File: config.mk
export PLATFORM = sky130hd
export DESIGN_NAME = tsr_ctrl
export DESIGN_NICKNAME = d
export VERILOG_FILES = /design/src/sv/tsr_pkg.sv /design/src/sv/tsr_ctrl.sv
export SDC_FILE = /design/constraint.sdc
export NUM_CORES = 1
export LEC_CHECK = 0
export ABC_AREA = 1
export BUFFER_PORTS_ARGS = -buffer_cell sky130_fd_sc_hd__buf_2
export CAP_MARGIN = 0
export CORE_AREA = 2 2 39 41
export CTS_BUF_LIST = sky130_fd_sc_hd__clkbuf_8
export DETAILED_ROUTE_END_ITERATION = 10
export DIE_AREA = 0 0 41 43
export GPL_TIMING_DRIVEN = 0
export HOLD_SLACK_MARGIN = 0.12
export PLACE_DENSITY_LB_ADDON = 0.12
export SYNTH_ARGS = -nofsm -noshare
export SYNTH_HDL_FRONTEND = slang
export SYNTH_SLANG_ARGS = --single-unit
export TNS_END_PERCENT = 30
File: constraint.sdc
create_clock -name i_clk -period 1.2 [get_ports i_clk]
set_input_delay 0.36 -clock i_clk [delete_from_list [all_inputs] [get_ports i_clk]]
set_output_delay 0.36 -clock i_clk [all_outputs]
set_load 0.01 [all_outputs]
File: src/sv/tsr_pkg.sv
package tsr_pkg;

    localparam logic [1:0] OP_WRITE = 2'd0;
    localparam logic [1:0] OP_TRI   = 2'd1;
    localparam logic [1:0] OP_EDGE  = 2'd2;
    localparam logic [1:0] OP_READ  = 2'd3;

    localparam int OUT_ROW_BITS = 10;

    typedef struct packed {
        logic div_start;
        logic walk_load;
        logic walk_step;
    } t_dp_cmd;

    typedef struct packed {
        logic div_done;
        logic walk_last;
        logic edge_valid;
    } t_dp_sts;

endpackage

File: src/sv/tsr_ctrl.sv
module tsr_ctrl
    import tsr_pkg::*;
(
    input  logic       i_clk,
    input  logic       i_rst_n,
    input  logic       i_start,
    input  logic       i_is_tri,
    input  logic       i_side,
    input  t_dp_sts    i_sts,
    output t_dp_cmd    o_cmd,
    output logic       o_busy,
    output logic [1:0] o_edge_sel,
    output logic       o_walk_we,
    output logic       o_walk_side
);

    localparam logic [2:0] S_IDLE = 3'd0;
    localparam logic [2:0] S_SETUP = 3'd1;
    localparam logic [2:0] S_DIV  = 3'd2;
    localparam logic [2:0] S_LOAD = 3'd3;
    localparam logic [2:0] S_WALK = 3'd4;

    logic [2:0] r_state, n_state;
    logic [1:0] r_edge, n_edge;
    logic       r_tri, r_side;

    always_comb begin
        n_state = r_state;
        n_edge  = r_edge;
        o_cmd   = '0;
        o_walk_we = 1'b0;
        unique case (r_state)
            S_IDLE: begin
                if (i_start) begin
                    n_state = S_SETUP;
                    n_edge  = 2'd0;
                end
            end
            S_SETUP: begin
                if (i_sts.edge_valid) begin
                    o_cmd.div_start = 1'b1;
                    n_state = S_DIV;
                end else if (r_tri && r_edge != 2'd2) begin
                    n_edge = r_edge + 1'b1;
                end else begin
                    n_state = S_IDLE;
                end
            end
            S_DIV: begin
                if (i_sts.div_done) begin
                    o_cmd.walk_load = 1'b1;
                    n_state = S_LOAD;
                end
            end
            S_LOAD: begin
                n_state = S_WALK;
            end
            S_WALK: begin
                o_walk_we = 1'b1;
                o_cmd.walk_step = 1'b1;
                if (i_sts.walk_last) begin
                    if (r_tri && r_edge != 2'd2) begin
                        n_edge  = r_edge + 1'b1;
                        n_state = S_SETUP;
                    end else begin
                        n_state = S_IDLE;
                    end
                end
            end
            default: n_state = S_IDLE;
        endcase
    end

    always_ff @(posedge i_clk) begin
        if (!i_rst_n) begin
            r_state <= S_IDLE;
            r_edge  <= '0;
            r_tri   <= 1'b0;
            r_side  <= 1'b0;
        end else begin
            r_state <= n_state;
            r_edge  <= n_edge;
            if (i_start) begin
                r_tri  <= i_is_tri;
                r_side <= i_side;
            end
        end
    end

    assign o_busy      = r_state != S_IDLE;
    assign o_edge_sel  = r_edge;
    assign o_walk_side = (r_tri && r_edge != 2'd0) ? ~r_side : r_side;

endmodule

==> impl_metrics.csv <==
group,metric,value,unit
die,die_w,41,um
die,die_h,43,um
placed_design,gp_congestion,0.764,
cells_and_area,fill_cells,141,
route,drc,0,
placed_design,place_hpwl,739,um
grt,grtUsageTotal,13.2,%
route,routed_wl,1130,um
setup_path,path_max_fanout,3,
logic_synthesis,synth_fp_nets,82,
grt,grt_max_degree,7,
setup_path,start_kind,"flop",
cells_and_area,syn2layout_area_growth,55.2,%
cts,cts_sinks,7,
setup_path,critPathCaptureType,"primary output",
cells_and_area,final_nets,106,
sta,period_share,124,%
power,ir_drop,720,uV
cells_and_area,layout_commonest_cell,"buf_2",
route,first_pass_iters,4,
outcome,status,"finished with violations",
cts,h-tree-depth,1,
placed_design,placed_cells,103,
cts,max-clock-path-buffers,2,
sta,relSlewSlack,83.1,%
setup_path,path_delay_family,"flip-flops",
logic_synthesis,synth.largest_area_cell,"dfxtp_1",
route,drtIter0Drc,10,
route,vias,518,
cts,insertion_delay,0.23,ns
min_path,min_path_type,"input port to flop",
sta,holdWs,0.357,ns
outcome,failed_checks,"negative setup slack",
sta,fmax,0.675,GHz
die,pin_count,16,
cts,tritoncts,"done",
cts,cts_hold_buf,0,
run,max-cap-violations,0,
grt,grt_pass1_wl,1570,um
sta,finalSetupViolCount,9,
sta,worst_pin_slew,0.254,ns
logic_synthesis,syn_area,449,um2
setup_path,worstPathRequired,0.84,ns
cts,numCtsBuffers,3,
grt,grt_overflow,0,
setup_path,max_stage_delay,0.33,ns
grt,grt_pass1_vias,421,
cells_and_area,register_area,154,um2
setup_path,arrival,1.12,ns
setup_path,critical_path_class,"flop to primary output",
cells_and_area,stdcell_area,697,um2
logic_synthesis,synth.yosys.seq_area_share,31.2,%
sta,rsz0062_at_grt,"true",
cells_and_area,fin_util,50.4,%
route,via_per_inst,4.67,
cts,root_buffer,"clkbuf_8",
die,dieArea,1760,um2
placed_design,portBuffers,15,
logic_synthesis,ys_top_cells_by_area,"dfxtp_1, inv_1, nor2_1",
route,ant_nets,0,
logic_synthesis,ys_ff_latch,7,
sta,setup_ws,-0.283,ns
setup_path,path_cells,"inv_2, ha_4, nor2_4, xor2_1, buf_2",
logic_synthesis,synth_cell_types,14,
logic_synthesis,yosys_warnings,0,
power,p_per_area,1470,nW/um2
power,p_leak,0.373,nW
cells_and_area,layout-drive-gt1-share,44.2,%
logic_synthesis,avgSynthCellArea,6.24,um2
setup_path,crit_slowest_cell,"dfxtp_2",
logic_synthesis,syn_inst,72,
cells_and_area,insertedDiodeCount,0,
sta,fin_crit,1.48,ns
cells_and_area,final_cell_mix,"buf_2, inv_1, nor2_1",
die,core,1380,um2
sta,clock_skew,0.00569,ns
sta,hold_viol,0,
route,wl_per_cell,10.1,um
die,start_util,32.5,%
placed_design,dpl_cell_area,567,um2
cts,cts.clk_slew.worst_paths,0.04,ns
die,num_rows,14,
cells_and_area,multi_input_area,303,um2
setup_path,worst-path-buf-inv,2,
cells_and_area,final_cells,111,
sta,final_max_slew_viol_count,0,
logic_synthesis,yosys.area.top_type_share,31.2,%
grt,grt_antenna_before_repair,0,
[registers in the layout, indices dropped and copies added (netlist names)]
name        cells
o_edge_sel      2
r_side          1
r_state         3
r_tri           1
[Yosys cell counts]
library cell,instances
nand3_2,1
a21oi_1,4
nand3_1,11
nor2_1,15
inv_1,15
buf_4,1
xor2_1,1
nor2_2,2
ha_1,2
o21ai_0,2
dfxtp_1,7
nand2_1,9
a21oi_2,1
o21ai_1,1
[worst reg2reg max path, stage by stage (launching register included)]
cell	delay, ns
dfxtp_2	0.33
inv_2	0.06
buf_4	0.13
ha_1	0.18
inv_1	0.07
nand2_1	0.08
nand3_2	0.10
nand2_1	0.06
nor2_2	0.11
nor2_1	0.05
nor2_1	0.08
[logic make-up (layout without fill, tap and decap cells)]
logic type,Yosys count,count (layout),share of synthesized area [%]
and+or+nand+nor,38,38,37.3
buffers and inverters,16,39,14.2
AOI/OAI and AO/OA,8,8,9.75
DFF,7,7,31.2
adders and majority gates,2,2,5.57
xor gates and xnor gates,1,1,1.95
[metal layers]
layer  up-vias  routed length, um  share of wire [%]  track usage [%]
met4         0                 31                2.8             10.0
met1       227                454                 40             15.7
li1        267                  -                  -                -
met2        18                569                 51             20.3
met5         -                  0                  0                0
met3         6                 70                6.2             1.57
[where the power goes]
group | total, mW | internal, mW | switching (mW)
Sequential | 0.312 | 0.270 | 0.0420
Clock | 0.329 | 0.222 | 0.107
Combinational | 0.382 | 0.178 | 0.204
Total | 1.02 | 0.670 | 0.353
[area by class of cell]
class | instances | area share [%]
Tap cell | 16 | 2.87
Clock inverter | 1 | 0.539
Multi-Input combinational cell | 49 | 43.4
Inverter | 15 | 8.08
Buffer | 1 | 1.08
Clock buffer | 3 | 5.92
Sequential cell | 7 | 22.1
Timing Repair Buffer | 19 | 16.0
[path summary, 6_finish.rpt]
path | start | endpoint | cells after the start | slack [ns]
max | o_edge_sel[0] | o_walk_side | 5 | -0.28
min | i_side | r_side | 3 | 0.36
max reg2reg | o_edge_sel[0] | o_edge_sel[1] | 10 | -0.13
min reg2reg | o_edge_sel[0] | o_edge_sel[0] | 2 | 0.50
[repair_timing]
action / in CTS / in global routing
pin swaps: 2 / 5
setup endpoints to repair: 6 / 9
gates resized for setup: 6 / 10
gates cloned: 0 / 0
buffers inserted: 1 / 3
[metrics by stage]
stage          total power, mW  worst slack, ns  setup TNS [ns]
2_1_floorplan            0.523          -0.0223         -0.0377
3_3_place_gp             0.609          -0.0920          -0.150
3_5_place_dp             0.608          -0.0999          -0.174
4_1_cts                  0.956           -0.292           -1.15
5_1_grt                   1.09           -0.345           -2.08
6_report                  1.02           -0.283           -1.48
(Power assumes the default switching activity.)
