**config.mk**
```make
export PLATFORM = sky130hd
export DESIGN_NAME = tsr_datapath
export DESIGN_NICKNAME = d
export VERILOG_FILES = /design/src/sv/tsr_pkg.sv /design/src/sv/tsr_div.sv /design/src/sv/tsr_datapath.sv
export SDC_FILE = /design/constraint.sdc
export NUM_CORES = 1
export LEC_CHECK = 0
export BUFFER_PORTS_ARGS = -buffer_cell sky130_fd_sc_hd__buf_2
export CAP_MARGIN = 20
export CORE_MARGIN = 3
export CORE_UTILIZATION = 40
export DETAILED_ROUTE_END_ITERATION = 8
export HOLD_SLACK_MARGIN = 0.02
export SKIP_LAST_GASP = 1
export SYNTH_ARGS = -nofsm -noshare
export SYNTH_HDL_FRONTEND = slang
export SYNTH_SLANG_ARGS = --single-unit
```
**constraint.sdc**
```tcl
create_clock -name i_clk -period 4.7 [get_ports i_clk]
set_input_delay 0 -clock i_clk [delete_from_list [all_inputs] [get_ports i_clk]]
set_output_delay 0 -clock i_clk [all_outputs]
set_load 0.03 [all_outputs]
```
**src/sv/tsr_pkg.sv**
```systemverilog
package tsr_pkg;

    localparam logic [1:0] OP_WRITE = 2'd0;
    localparam logic [1:0] OP_TRI   = 2'd1;
    localparam logic [1:0] OP_EDGE  = 2'd2;
    localparam logic [1:0] OP_READ  = 2'd3;

    localparam int OUT_ROW_BITS = 10;

    typedef struct packed {
        logic div_start;
        logic walk_load;
        logic walk_step;
    } t_dp_cmd;

    typedef struct packed {
        logic div_done;
        logic walk_last;
        logic edge_valid;
    } t_dp_sts;

endpackage

```
**src/sv/tsr_div.sv**
```systemverilog
module tsr_div
    import tsr_pkg::*;
#(
    parameter int NUM_BITS = 29,
    parameter int DEN_BITS = 14
) (
    input  logic                       i_clk,
    input  logic                       i_rst_n,
    input  logic                       i_start,
    input  logic signed [NUM_BITS-1:0] i_num,
    input  logic        [DEN_BITS-1:0] i_den,
    output logic                       o_done,
    output logic signed [NUM_BITS-1:0] o_quot
);

    localparam int CNT_BITS = $clog2(NUM_BITS + 1);

    logic [NUM_BITS-1:0] r_quot, n_quot;
    logic [DEN_BITS:0]   r_rem, n_rem;
    logic [DEN_BITS-1:0] r_den;
    logic                r_neg;
    logic [CNT_BITS-1:0] r_cnt, n_cnt;
    logic                r_busy, n_busy;
    logic                r_done, n_done;
    logic [DEN_BITS:0]   w_trial;
    logic [DEN_BITS:0]   w_sub;

    always_comb begin
        w_trial = {r_rem[DEN_BITS-1:0], r_quot[NUM_BITS-1]};
        w_sub   = w_trial - {1'b0, r_den};
        n_quot  = r_quot;
        n_rem   = r_rem;
        n_cnt   = r_cnt;
        n_busy  = r_busy;
        n_done  = 1'b0;
        if (i_start) begin
            n_quot = i_num[NUM_BITS-1] ? NUM_BITS'(-i_num) : NUM_BITS'(i_num);
            n_rem  = '0;
            n_cnt  = CNT_BITS'(NUM_BITS);
            n_busy = 1'b1;
        end else if (r_busy) begin
            if (!w_sub[DEN_BITS]) begin
                n_rem  = w_sub;
                n_quot = {r_quot[NUM_BITS-2:0], 1'b1};
            end else begin
                n_rem  = w_trial;
                n_quot = {r_quot[NUM_BITS-2:0], 1'b0};
            end
            n_cnt = r_cnt - 1'b1;
            if (r_cnt == CNT_BITS'(1)) begin
                n_busy = 1'b0;
                n_done = 1'b1;
            end
        end
    end

    always_ff @(posedge i_clk) begin
        if (!i_rst_n) begin
            r_busy <= 1'b0;
            r_done <= 1'b0;
            r_cnt  <= '0;
        end else begin
            r_busy <= n_busy;
            r_done <= n_done;
            r_cnt  <= n_cnt;
        end
        r_quot <= n_quot;
        r_rem  <= n_rem;
        if (i_start) begin
            r_den <= i_den;
            r_neg <= i_num[NUM_BITS-1];
        end
    end

    assign o_done = r_done;
    assign o_quot = r_neg ? -$signed(r_quot) : $signed(r_quot);

endmodule

```
**src/sv/tsr_datapath.sv**
```systemverilog
module tsr_datapath
    import tsr_pkg::*;
#(
    parameter int COORD_BITS = 12
) (
    input  logic                         i_clk,
    input  logic                         i_rst_n,
    input  t_dp_cmd                      i_cmd,
    input  logic signed [COORD_BITS-1:0] i_x0,
    input  logic signed [COORD_BITS-1:0] i_y0,
    input  logic signed [COORD_BITS-1:0] i_x1,
    input  logic signed [COORD_BITS-1:0] i_y1,
    output t_dp_sts                      o_sts,
    output logic signed [COORD_BITS-1:0] o_walk_row,
    output logic signed [COORD_BITS-1:0] o_walk_x
);

    localparam int DB  = COORD_BITS + 1;
    localparam int NB  = DB + 16;
    localparam int AB  = COORD_BITS + 18;

    logic signed [DB-1:0] w_dx, w_dy;
    logic signed [NB-1:0] w_num;
    logic signed [NB-1:0] w_quot;
    logic                 w_done;
    logic signed [AB-1:0] r_acc;
    logic signed [NB-1:0] r_step;
    logic signed [DB-1:0] r_row;
    logic signed [DB-1:0] r_end;
    logic signed [AB-1:0] w_accq;

    assign w_dx  = DB'(i_x1) - DB'(i_x0);
    assign w_dy  = DB'(i_y1) - DB'(i_y0);
    assign w_num = {w_dx, 16'd0};

    tsr_div #(.NUM_BITS(NB), .DEN_BITS(DB)) u_div (
        .i_clk  (i_clk),
        .i_rst_n(i_rst_n),
        .i_start(i_cmd.div_start),
        .i_num  (w_num),
        .i_den  (w_dy[DB-1:0]),
        .o_done (w_done),
        .o_quot (w_quot)
    );

    always_ff @(posedge i_clk) begin
        if (!i_rst_n) begin
            r_acc  <= '0;
            r_step <= '0;
            r_row  <= '0;
            r_end  <= '0;
        end else if (i_cmd.walk_load) begin
            r_acc  <= AB'($signed({i_x0, 16'd0}));
            r_step <= w_quot;
            r_row  <= DB'(i_y0);
            r_end  <= DB'(i_y1);
        end else if (i_cmd.walk_step) begin
            r_acc <= r_acc + AB'(r_step);
            r_row <= r_row + 1'b1;
        end
    end

    assign w_accq = (r_acc < 0) ? (r_acc + AB'(32'hFFFF)) : r_acc;

    assign o_sts.div_done   = w_done;
    assign o_sts.walk_last  = (r_row + DB'(1)) >= r_end;
    assign o_sts.edge_valid = w_dy > 0;
    assign o_walk_row       = r_row[COORD_BITS-1:0];
    assign o_walk_x         = w_accq[COORD_BITS+15:16];

endmodule

```
==> qor.yml <==
status: "complete, no violations"
die-width_um: 167
fmax_mhz: 293
gr-total-overflow: 0
drive_above_1_share: 0.105
gp_congestion: 0.940
layout.nets: 1425
path_delay_family: "simple AND/OR/NAND/NOR gates"
clk_pin_slew_worst_paths_ns: 0.06
grt_max_degree: 77
synth_top_area_cell: "dfxtp_1"
cts.repair.resized: 0
cpPeakStageDelay_ns: 0.43
p_comb_frac: 0.281
ys_seq_area_frac: 0.324
start_kind: "flop"
slew_headroom: 0.329
ys_types: 73
endpoint_kind: "primary output"
vias_per_cell: 5.34
report.final.slew_viol_count: 0
final_hold_viol_count: 0
synth_enable_flop_cells: 43
drt_iter0_drc: 409
p_sw_frac: 0.326
fin_ws_ns: 1.28
diodes: 0
crit_arrival_ns: 3.42
setup_viol: 0
pre_cts_slack_ns: 1.57
hold_path.class: "in2reg"
synth_area_um2: 10400
wl_per_cell_um: 15.8
core_um2: 25400
hold_ws_ns: 0.0479
worst_pin_slew_ns: 1.01
grt.busiest_layer: "met2"
port_buffers: 79
synthArstFlopShare: 0
cts_max_path_buffers: 2
drt_pass1_iterations: 7
use_met3: 0.0271
syn_inst: 1204
p_per_area_nw_per_um2: 348
cts_buffers: 17
synth_top_cell_area_share: 0.200
ant_nets: 0
area_delta_synth_final_pct: 14.7
place_area_um2: 11000
use_met2: 0.306
slowest_stage: "o311ai_0"
skew_ns: 0.0139
final.min_clock_period_ns: 3.42
synth_most_common_cell: "nor2_1"
p_total_mw: 4.16
root_buffer: "clkbuf_16"
synth_area_per_cell_um2: 8.66
die_h_um: 167
irDropWorstVdd_mv: 0.260
ioPinCount: 80
worstSetupPathType: "reg2out"
worstPathRequired_ns: 4.70
seqPwrFrac: 0.384
wl_um: 25700
clkSinkCount: 147
dpl.hpwl_um: 18900
rsz0062_at_grt: "false"
p_clk_frac: 0.335
cts_max_level: 4
final_util: 0.471
setup-tns-final_ns: 0
clk_latency_ns: 0.43
synth_warnings: 0
power_switching_mw: 1.36
drt_drc_violations_left: 0
grt_pass1_wl_um: 42000
maxCapViolCount: 0
ys_ff_latch: 147
place_inst: 1558
grt_pass1_vias: 8459
crit_buf_inv: 1
cp_max_fo: 5
final_area_um2: 12000
antenna_found_initial: 0
synth_nets: 1345
vias: 8691
synth_flop_cell: "dfxtp_1"
yosys-top-cells-area: "dfxtp_1 20%, edfxtp_1 12%, ha_1 10%, xor2_1 5.6%, nor2_1 5.3%"
synth_commonest_cells: "147 x nor2_1, 104 x dfxtp_1, 84 x ha_1"
p_leak_nw: 5.33
die-area_um2: 28000
path_cells: "ha_1 > and3_1 > and3_1 > and3_1 > and3_1 > xor2_1 > ha_1 > nand4_1 > o311ai_0 > o22ai_1 > nor2_1 > buf_2"
grtUsageTotal: 0.181
stdcell_count: 1627
period_share: 0.727
path_common_cell: "and3_1"
initial_core_util: 0.410
use_met1: 0.233
rows: 58
cts_tree: "built"
intPower_mw: 2.80
## cell families (layout without fill, tap and decap cells)
| logic type | Yosys count | in the layout | share of synthesized area |
|---|---|---|---|
| DFF | 147 | 147 | 0.324 |
| and+or+nand+nor | 365 | 365 | 0.167 |
| muxes | 58 | 58 | 0.0561 |
| buffers and inverters | 144 | 237 | 0.0574 |
| AOI/OAI and AO/OA | 275 | 275 | 0.179 |
| xor gates and xnor gates | 127 | 127 | 0.109 |
| adders and majority gates | 88 | 88 | 0.109 |
## sequential cells by signal, indices dropped and copies added, names as in the netlist
| name | cells |
|---|---|
| u_div.r_cnt | 5 |
| u_div.r_busy | 1 |
| u_div.o_done | 1 |
| r_step | 29 |
| u_div.r_quot | 29 |
| r_row | 13 |
| r_acc | 30 |
| u_div.r_den | 13 |
| r_end | 12 |
| u_div.r_neg | 1 |
| u_div.r_rem | 13 |
## worst paths after layout
check	end	startpoint	slack, ns	depth (start not counted)
max	o_sts[1]	r_row[0]	1.28	12
min	r_acc[17]	i_x0[1]	0.05	3
max reg2reg	u_div.r_rem[0]	u_div.r_den[1]	1.58	11
min reg2reg	r_end[2]	r_end[2]	0.49	2
## placed cells by master, fill, tap and decap left out, drive strengths merged, types with 13 or more instances in the layout
| cell | instances |
|---|---|
| dlygate4sd3 | 37 |
| nand2b | 13 |
| nor2 | 147 |
| dfxtp | 104 |
| o21a | 18 |
| ha | 84 |
| edfxtp | 43 |
| nand4 | 13 |
| a21oi | 63 |
| nand2 | 70 |
| and3 | 14 |
| o21ai | 54 |
| mux2i | 55 |
| nor2b | 30 |
| nor3 | 19 |
| buf | 84 |
| or3 | 16 |
| clkbuf | 21 |
| inv | 87 |
| xor2 | 68 |
| a211oi | 41 |
| nand3 | 18 |
| xnor2 | 59 |
| a21o | 22 |
## per-layer routing
metal  wire (µm)  part of all wire  vias up
li1            -                 -     4422
met1       11800              0.46     4037
met2       12200              0.47      175
met3         759             0.030       57
met4         977             0.038        0
met5           0                 0        -
## final cells by class
type,count,area [µm²]
Clock inverter,11,125
Tap cell,330,413
Sequential cell,147,3370
Fill cell,2491,13400
Timing Repair Buffer,121,806
Clock buffer,21,472
Inverter,84,315
Multi-Input combinational cell,913,6450
## worst min-delay path, cell delays in order
cell	delay (ns)
buf_2	0.12
inv_1	0.17
a221oi_1	0.12
## power groups by stage
| stage | Sequential (mW) | Combinational [mW] | Clock (mW) |
|---|---|---|---|
| finish | 1.60 | 1.17 | 1.39 |
| global route | 1.61 | 1.32 | 1.47 |
| CTS | 1.60 | 1.18 | 1.42 |
| detailed placement | 1.62 | 1.14 | 0 |
| global placement | 1.62 | 1.13 | 0 |
| floorplan | 1.56 | 0.926 | 0 |
## what timing repair did
item,4_1_cts,5_1_grt
endpoints found under the setup margin,0,0
hold buffers,37,0
endpoints found under the hold margin,51,0
buffers inserted,0,0
Note: power is estimated with default switching activity, not from simulation.
